[config.mk]
export PLATFORM = sky130hd
export DESIGN_NAME = nfba_ctrl
export DESIGN_NICKNAME = d
export VERILOG_FILES = /design/src/rtl/nfba_pkg.sv /design/src/rtl/nfba_ctrl.sv
export SDC_FILE = /design/constraint.sdc
export NUM_CORES = 1
export LEC_CHECK = 0
export BUFFER_PORTS_ARGS = -buffer_cell sky130_fd_sc_hd__buf_2
export CAP_MARGIN = 20
export CORE_AREA = 5 5 42 44
export DETAILED_ROUTE_END_ITERATION = 7
export DIE_AREA = 0 0 47 49
export PLACE_DENSITY = 0.41
export SLEW_MARGIN = 20
export SYNTH_ARGS = -nofsm -noshare
export SYNTH_HDL_FRONTEND = slang
export SYNTH_SLANG_ARGS = --single-unit
[constraint.sdc]
create_clock -name i_clk -period 3.09 [get_ports i_clk]
set_input_delay 0.1545 -clock i_clk [delete_from_list [all_inputs] [get_ports i_clk]]
set_output_delay 0.1545 -clock i_clk [all_outputs]
set_load 0.01 [all_outputs]
[src/rtl/nfba_pkg.sv]
// Shared constants, codes and controller/datapath handshake types for the block allocator.
package nfba_pkg;

    localparam int KIND_W    = 2;
    localparam int OBJ_W     = 16;
    localparam int CNT_W     = 4;
    localparam int PIECE_W   = 3;
    localparam int TAG_W     = 4;
    localparam int AREA_W    = 12;
    localparam int CFG_IDX_W = 1;
    localparam int CFG_DAT_W = 12;

    localparam int DISK_BLOCKS    = 4096;
    localparam int MAX_OBJ_BLOCKS = 8;
    localparam int BLK_W          = $clog2(DISK_BLOCKS);
    localparam int BND_W          = BLK_W + 1;

    localparam logic [BND_W-1:0]  DISK_END   = BND_W'(DISK_BLOCKS);
    localparam logic [BLK_W-1:0]  LAST_BLOCK = BLK_W'(DISK_BLOCKS - 1);
    localparam logic [AREA_W-1:0] RW_RESET   = AREA_W'(2048);
    localparam logic [CNT_W-1:0]  CNT_MAX    = CNT_W'(MAX_OBJ_BLOCKS);

    typedef enum logic [KIND_W-1:0] {
        KIND_WHOLE  = 2'd0,
        KIND_RW     = 2'd1,
        KIND_BACKUP = 2'd2,
        KIND_NONE   = 2'd3
    } t_kind;

    localparam logic [CFG_IDX_W-1:0] CFG_RW_AREA  = 1'b0;
    localparam logic [CFG_IDX_W-1:0] CFG_DISK_NUM = 1'b1;

    // Commands from the controller to the datapath.
    typedef struct packed {
        logic clr_step;
        logic load;
        logic rd;
        logic place;
        logic skip;
        logic full;
    } t_cmd;

    // Status from the datapath to the controller.
    typedef struct packed {
        logic clr_last;
        logic req_ok;
        logic exhausted;
        logic blk_free;
        logic out_free;
        logic last_piece;
    } t_sts;

endpackage

[src/rtl/nfba_ctrl.sv]
// Controller: clearing pass, request acceptance and the probe/check scan sequence.
module nfba_ctrl (
    input  logic           i_clk,
    input  logic           i_rst_n,
    input  logic           i_in_valid,
    output logic           o_in_ready,
    input  nfba_pkg::t_sts i_sts,
    output nfba_pkg::t_cmd o_cmd
);

    typedef enum logic [1:0] {
        S_CLR,
        S_IDLE,
        S_RD,
        S_CHK
    } t_state;

    t_state r_state, n_state;

    always_comb begin
        n_state    = r_state;
        o_cmd      = '0;
        o_in_ready = 1'b0;
        case (r_state)
            S_CLR: begin
                o_cmd.clr_step = 1'b1;
                if (i_sts.clr_last) begin
                    n_state = S_IDLE;
                end
            end
            S_IDLE: begin
                o_in_ready = 1'b1;
                if (i_in_valid && i_sts.req_ok) begin
                    o_cmd.load = 1'b1;
                    n_state    = S_RD;
                end
            end
            S_RD: begin
                if (i_sts.exhausted) begin
                    if (i_sts.out_free) begin
                        o_cmd.full = 1'b1;
                        n_state    = S_IDLE;
                    end
                end else begin
                    o_cmd.rd = 1'b1;
                    n_state  = S_CHK;
                end
            end
            S_CHK: begin
                if (!i_sts.blk_free) begin
                    o_cmd.skip = 1'b1;
                    n_state    = S_RD;
                end else if (i_sts.out_free) begin
                    o_cmd.place = 1'b1;
                    n_state     = i_sts.last_piece ? S_IDLE : S_RD;
                end
            end
            default: n_state = S_IDLE;
        endcase
    end

    always_ff @(posedge i_clk) begin
        if (!i_rst_n) begin
            r_state <= S_CLR;
        end else begin
            r_state <= n_state;
        end
    end

endmodule

== Word-level counts from Yosys, hierarchy flattened ==
Index checks and enable logic that the tools add are counted.

* Equality and inequality tests: 7
* Multiplexer cells: 20
* Reductions and logical operators: 3

{| class="wikitable"
|+ Operators by type and width
! cell !! number
|-
| 2-bit 2-to-1 mux || 8
|-
| 1-bit 2-to-1 mux || 11
|-
| 2-bit one-hot mux with 4 select lines || 1
|-
| 3-bit != test, second input constant || 2
|-
| 2-bit == test, second input constant || 2
|-
| 2-bit != test, second input constant || 2
|-
| 4-bit AND reduction || 1
|-
| 2-bit by 1-bit == test with 1-bit output, second input constant || 1
|-
| 2-bit zero test || 1
|-
| 1-bit logical AND || 1
|}

* Bits in registers: 2
* Output and inout bits: 7

== Depth between registers and ports, before layout ==
* Depth in word-level cells: 4
* Depth in mapped cells: 5
* Mapped depth without buffers: 4

== Worst setup path before layout ==
OpenSTA, ideal clock, no wires.

* Kind: register -> register
* From: reg r_state[0]
* To: reg r_state[0]
* Setup time: 116 ps
* Arrival time: 1186 ps
* Slack: 1789 ps
* Stages on the path, launching flop included: 6
* Buffers on the path: 1
* Cells stage by stage: dfxtp_1 buf_6 and3_4 or3_4 a21oi_1 and3b_1

* Word-level cells in the longest chain between the ends: 3
* Elaborated cells on any way between the ends: 10
* Those cells by class: eq/ne (7); mux (1); reduce/logical (2)

{| class="wikitable"
|+ RTL lines
! element !! line !! text
|-
| from (decl) || nfba_ctrl.sv:18 || <nowiki>t_state r_state, n_state;</nowiki>
|-
| from (signal assigned) || nfba_ctrl.sv:66 || <nowiki>r_state <= n_state;</nowiki>
|-
| 2-bit == test (tied with other cells) || nfba_ctrl.sv:24 || <nowiki>case (r_state)</nowiki>
|-
| 3-bit != test (no line) / 2-bit != test (equally long branches) || n/a ||
|-
| 4-bit AND reduction (no line) || n/a ||
|}

Several ways; a longest one is shown, not always the timed one.
A chain may end at the register's enable or synchronous reset.

== Worst setup path in the final report ==
Ends and elaborated chain as after synthesis.

==> results.txt <==
The maximum VDD drop is 0.129 mV. In this run, flip-flops and latches consume 27.2% of the power. The DRC violation total after the first TritonRoute iteration came out at 0. Summed over all layers, the global routing overflow is 0.

In this run, the clock network consumes 43.0% of the power. The I/O pin count is 16. The per-cell via count in the routed design is 4.16. In this run the standard cell core region covers 1400 um2. The register with the most flip-flops in the final layout is r_state. Summed over all nets, the switching power comes to 41.8 uW. The number of buffers created by CTS came out at 3. Across every metal layer, demand over resource in global routing totals 6.40%. For flop-to-flop paths, the worst setup slack is 1.62 ns. The tightest hold margin is about 0.18 ns.

At the pin with the least slew margin, the transition time is 0.325 ns. The number of distinct library cells after synthesis is 19. Setup repair after global routing left no endpoint under its margin.

The total number of vias is 237. The via count of the first global-routing pass came to 248. The number of flip-flops in the largest register came out at 2. The routed wire length on met2 came out at roughly 280 um. Walking the worst path, the cells encountered are and2b_4 > or3_4 > a21oi_1 > and3b_1. The compound-gate portion of the synthesized area is around 11%. The worst hold path belongs to the class input pin to register. The post-synthesis area per instance came out at 7.91 um2. The worst path uses 47.4% of the clock period. The pin count of the biggest net entering global routing is 12.

The iteration count of the initial detailed-routing pass is 1. The run finished with clean final reports. The number of nets in the layout came out at 52. The XOR/XNOR share of the synthesized area is 0%. STA classifies the critical path endpoint as a register.

The maximum clock path buffer count came out at 2. The portion of the post-synthesis area used by sequential elements came out at approximately 20%. The number of gates resized after CTS is 0. The TritonCTS clock tree is done. The quantity of hold-fixing buffers added after cts is 0.

The delay of the slowest cell on the worst path came out at 0.50 ns. The fraction of the mapped netlist area in simple logic gates is between 50 and 60%. The cell-internal power is just under 100 uW. The row count came out at 14. The largest registers in the layout are r_state (2).

The largest individual stage delay along the critical path comes from the cell sky130_fd_sc_hd__dfxtp_1. The analysis attributes to cell leakage a power of 0.153 nW. During placement, the flow inserted port buffers numbering 15.

In this run the cell area of the synthesized design comes to roughly 200 um2. The highest clock rate came out at 0.682 GHz. Synthesis inferred 2 register bits.

The top layer reached by signal wires is met3. The fraction of final layout cells sized beyond drive strength 1 came out at 53.7%. The final design utilization is around 21%. The setup skew after layout is 0.000398 ns. The number of filler instances in the final layout is 180. At the end of routability-driven placement, the weighted congestion stood at 0.668.

The CTS sink count is 2. The final routed wirelength across all metal layers is 605 um. The post-route setup TNS is 0 ns. Measured along the y axis, the die boundary spans approximately 49 um.

The clock transition at the registers of the reported paths is 0.03 ns. The number of antenna violations at the first check in global routing came out at 0. The count of unresolved DRC violations after routing came out at 0.

The chip width is 47 um. The detailed-route wire length on metal 1 is 282 um. The average wire per standard cell came out at 10.6 um. Dividing total power by cell area gives a power density of 463 nW/um2. Max-cap violations in this run came to 0. CTS placed an instance of sky130_fd_sc_hd__clkbuf_4 at the clock tree root. The number of buffers added for setup after CTS came out at 0. The count of final hold-check violations came out at 0.

When the netlist entered floorplanning its net count stood at 34. The detail route stage leaves a number of antenna-violating nets equal to 0. The combinational power share is 29.8%. The clock reaches the later pin of the worst-skew pair after 0.23 ns. The count of H-tree levels built during CTS is 1. The layout overhead on the synthesized area is 51.9%.

The first-pass GRT wire length is 1060 um. The placed wire-length estimate came out at 450 um. The number of failing setup endpoints in the final timing report came out at 0. The area share of fa/ha/maj cells after synthesis came out at 0%.

The initial utilization of the core area, before any placement, comes to 14.1%. Measured against the total synthesized area, the mux share comes to about 5.7%. By area, the combinational part of the netlist is dominated by simple AND/OR/NAND/NOR gates. The number of max-slew violations in the final report came to 0. The data arrival time of the critical path is 1.58 ns. The repair_antennas step left the layout with diodes totalling 0. The final critical path time including I/O delays and setup came out at 1.47 ns. The pre-CTS setup slack is 1.63 ns. The slack of the critical path came out at 1.62 ns.

The highest net fanout along the worst path is 11. The cell count after synthesis is 25. The total number of yosys warnings came out at 0. The required arrival time at the worst endpoint is ~3.2 ns. The worst setup path is of the register to register kind. The area of the die came out at 2300 um2. The post-layout total power came out at 139 uW.

The net switching fraction of the power is 30.1%. Headroom to the max-slew limit came out at 78.3%. The nature of the critical path startpoint is a register. The met3 routed wirelength is 45 um.
-- cell usage after synthesis, drive strengths merged --
cell	count	area [um2]
a21oi	3	15.0
and2b	1	10.0
and3	2	17.5
and3b	1	8.76
and4b	1	10.0
buf	1	11.3
clkbuf	1	3.75
dfxtp	2	40.0
mux2	1	11.3
nand2	2	7.51
nand3	1	5.00
nand3b	1	7.51
nand4	1	6.26
nor2	3	11.3
nor2b	1	6.26
nor3b	1	7.51
o31ai	1	7.51
or3	1	11.3
-- power groups by stage --
stage | Combinational [mW] | Sequential [mW] | Clock (mW)
2_1_floorplan | 0.0373 | 0.0310 | 0
3_3_place_gp | 0.0417 | 0.0385 | 0
3_5_place_dp | 0.0419 | 0.0380 | 0
4_1_cts | 0.0420 | 0.0380 | 0.0647
5_1_grt | 0.0467 | 0.0395 | 0.0668
6_report | 0.0415 | 0.0378 | 0.0598
-- critical path: cells and delay by family, from the launching register on --
kind | cells | cell delay, ns
compound gates | 1 | 0.11
flops | 1 | 0.50
simple gates | 3 | 0.74
-- worst paths after layout --
| path | start | to | cells after the start |
|---|---|---|---|
| min | i_rst_n | r_state[0] | 2 |
| max reg2reg | r_state[0] | r_state[0] | 4 |
| min reg2reg | r_state[1] | r_state[1] | 2 |
| max | r_state[0] | r_state[0] | 4 |
-- cells in the final DEF, fill, tap and decap left out --
master	count
sky130_fd_sc_hd__and2b_4	1
sky130_fd_sc_hd__nand3b_1	1
sky130_fd_sc_hd__mux2_2	1
sky130_fd_sc_hd__and4b_1	1
sky130_fd_sc_hd__o31ai_1	1
sky130_fd_sc_hd__buf_2	15
sky130_fd_sc_hd__nor2b_1	1
sky130_fd_sc_hd__nand3_1	1
sky130_fd_sc_hd__and3b_1	1
sky130_fd_sc_hd__and3_4	1
sky130_fd_sc_hd__nor3b_1	1
sky130_fd_sc_hd__dfxtp_1	2
sky130_fd_sc_hd__or3_4	1
sky130_fd_sc_hd__nor2_1	3
sky130_fd_sc_hd__and3_1	1
sky130_fd_sc_hd__nand4_1	1
sky130_fd_sc_hd__clkbuf_4	3
sky130_fd_sc_hd__nand2_1	2
sky130_fd_sc_hd__a21oi_1	3
-- cells by family (layout without fill, tap and decap cells) --
family                 after synthesis  in the layout
AND/OR/NAND/NOR                     16             16
AO/OA/AOI/OAI                        4              4
flip-flops                           2              2
buffers and inverters                2             18
multiplexers                         1              1
-- through the flow --
stage	area (um2)	cells
CTS	300	57
global route	300	57
finish	300	57
detailed placement	278	54
floorplan	198	25
global placement	278	54
-- area by class of cell --
| type | instances | area (um2) | share of cell area (%) |
|---|---|---|---|
| multi-input cells | 21 | 143 | 47.5 |
| flip-flops and latches | 2 | 40.0 | 13.3 |
| clock buffers | 3 | 22.5 | 7.50 |
| well taps | 16 | 20.0 | 6.67 |
| repair buffers | 15 | 75.1 | 25.0 |
-- routing by layer --
layer / vias up / track usage, %
li1: 124 / -
met1: 104 / 8.53
met2: 9 / 7.69
met3: 0 / 4.43
met4: 0 / 2.76
met5: - / 0
(Power assumes the default switching activity.)
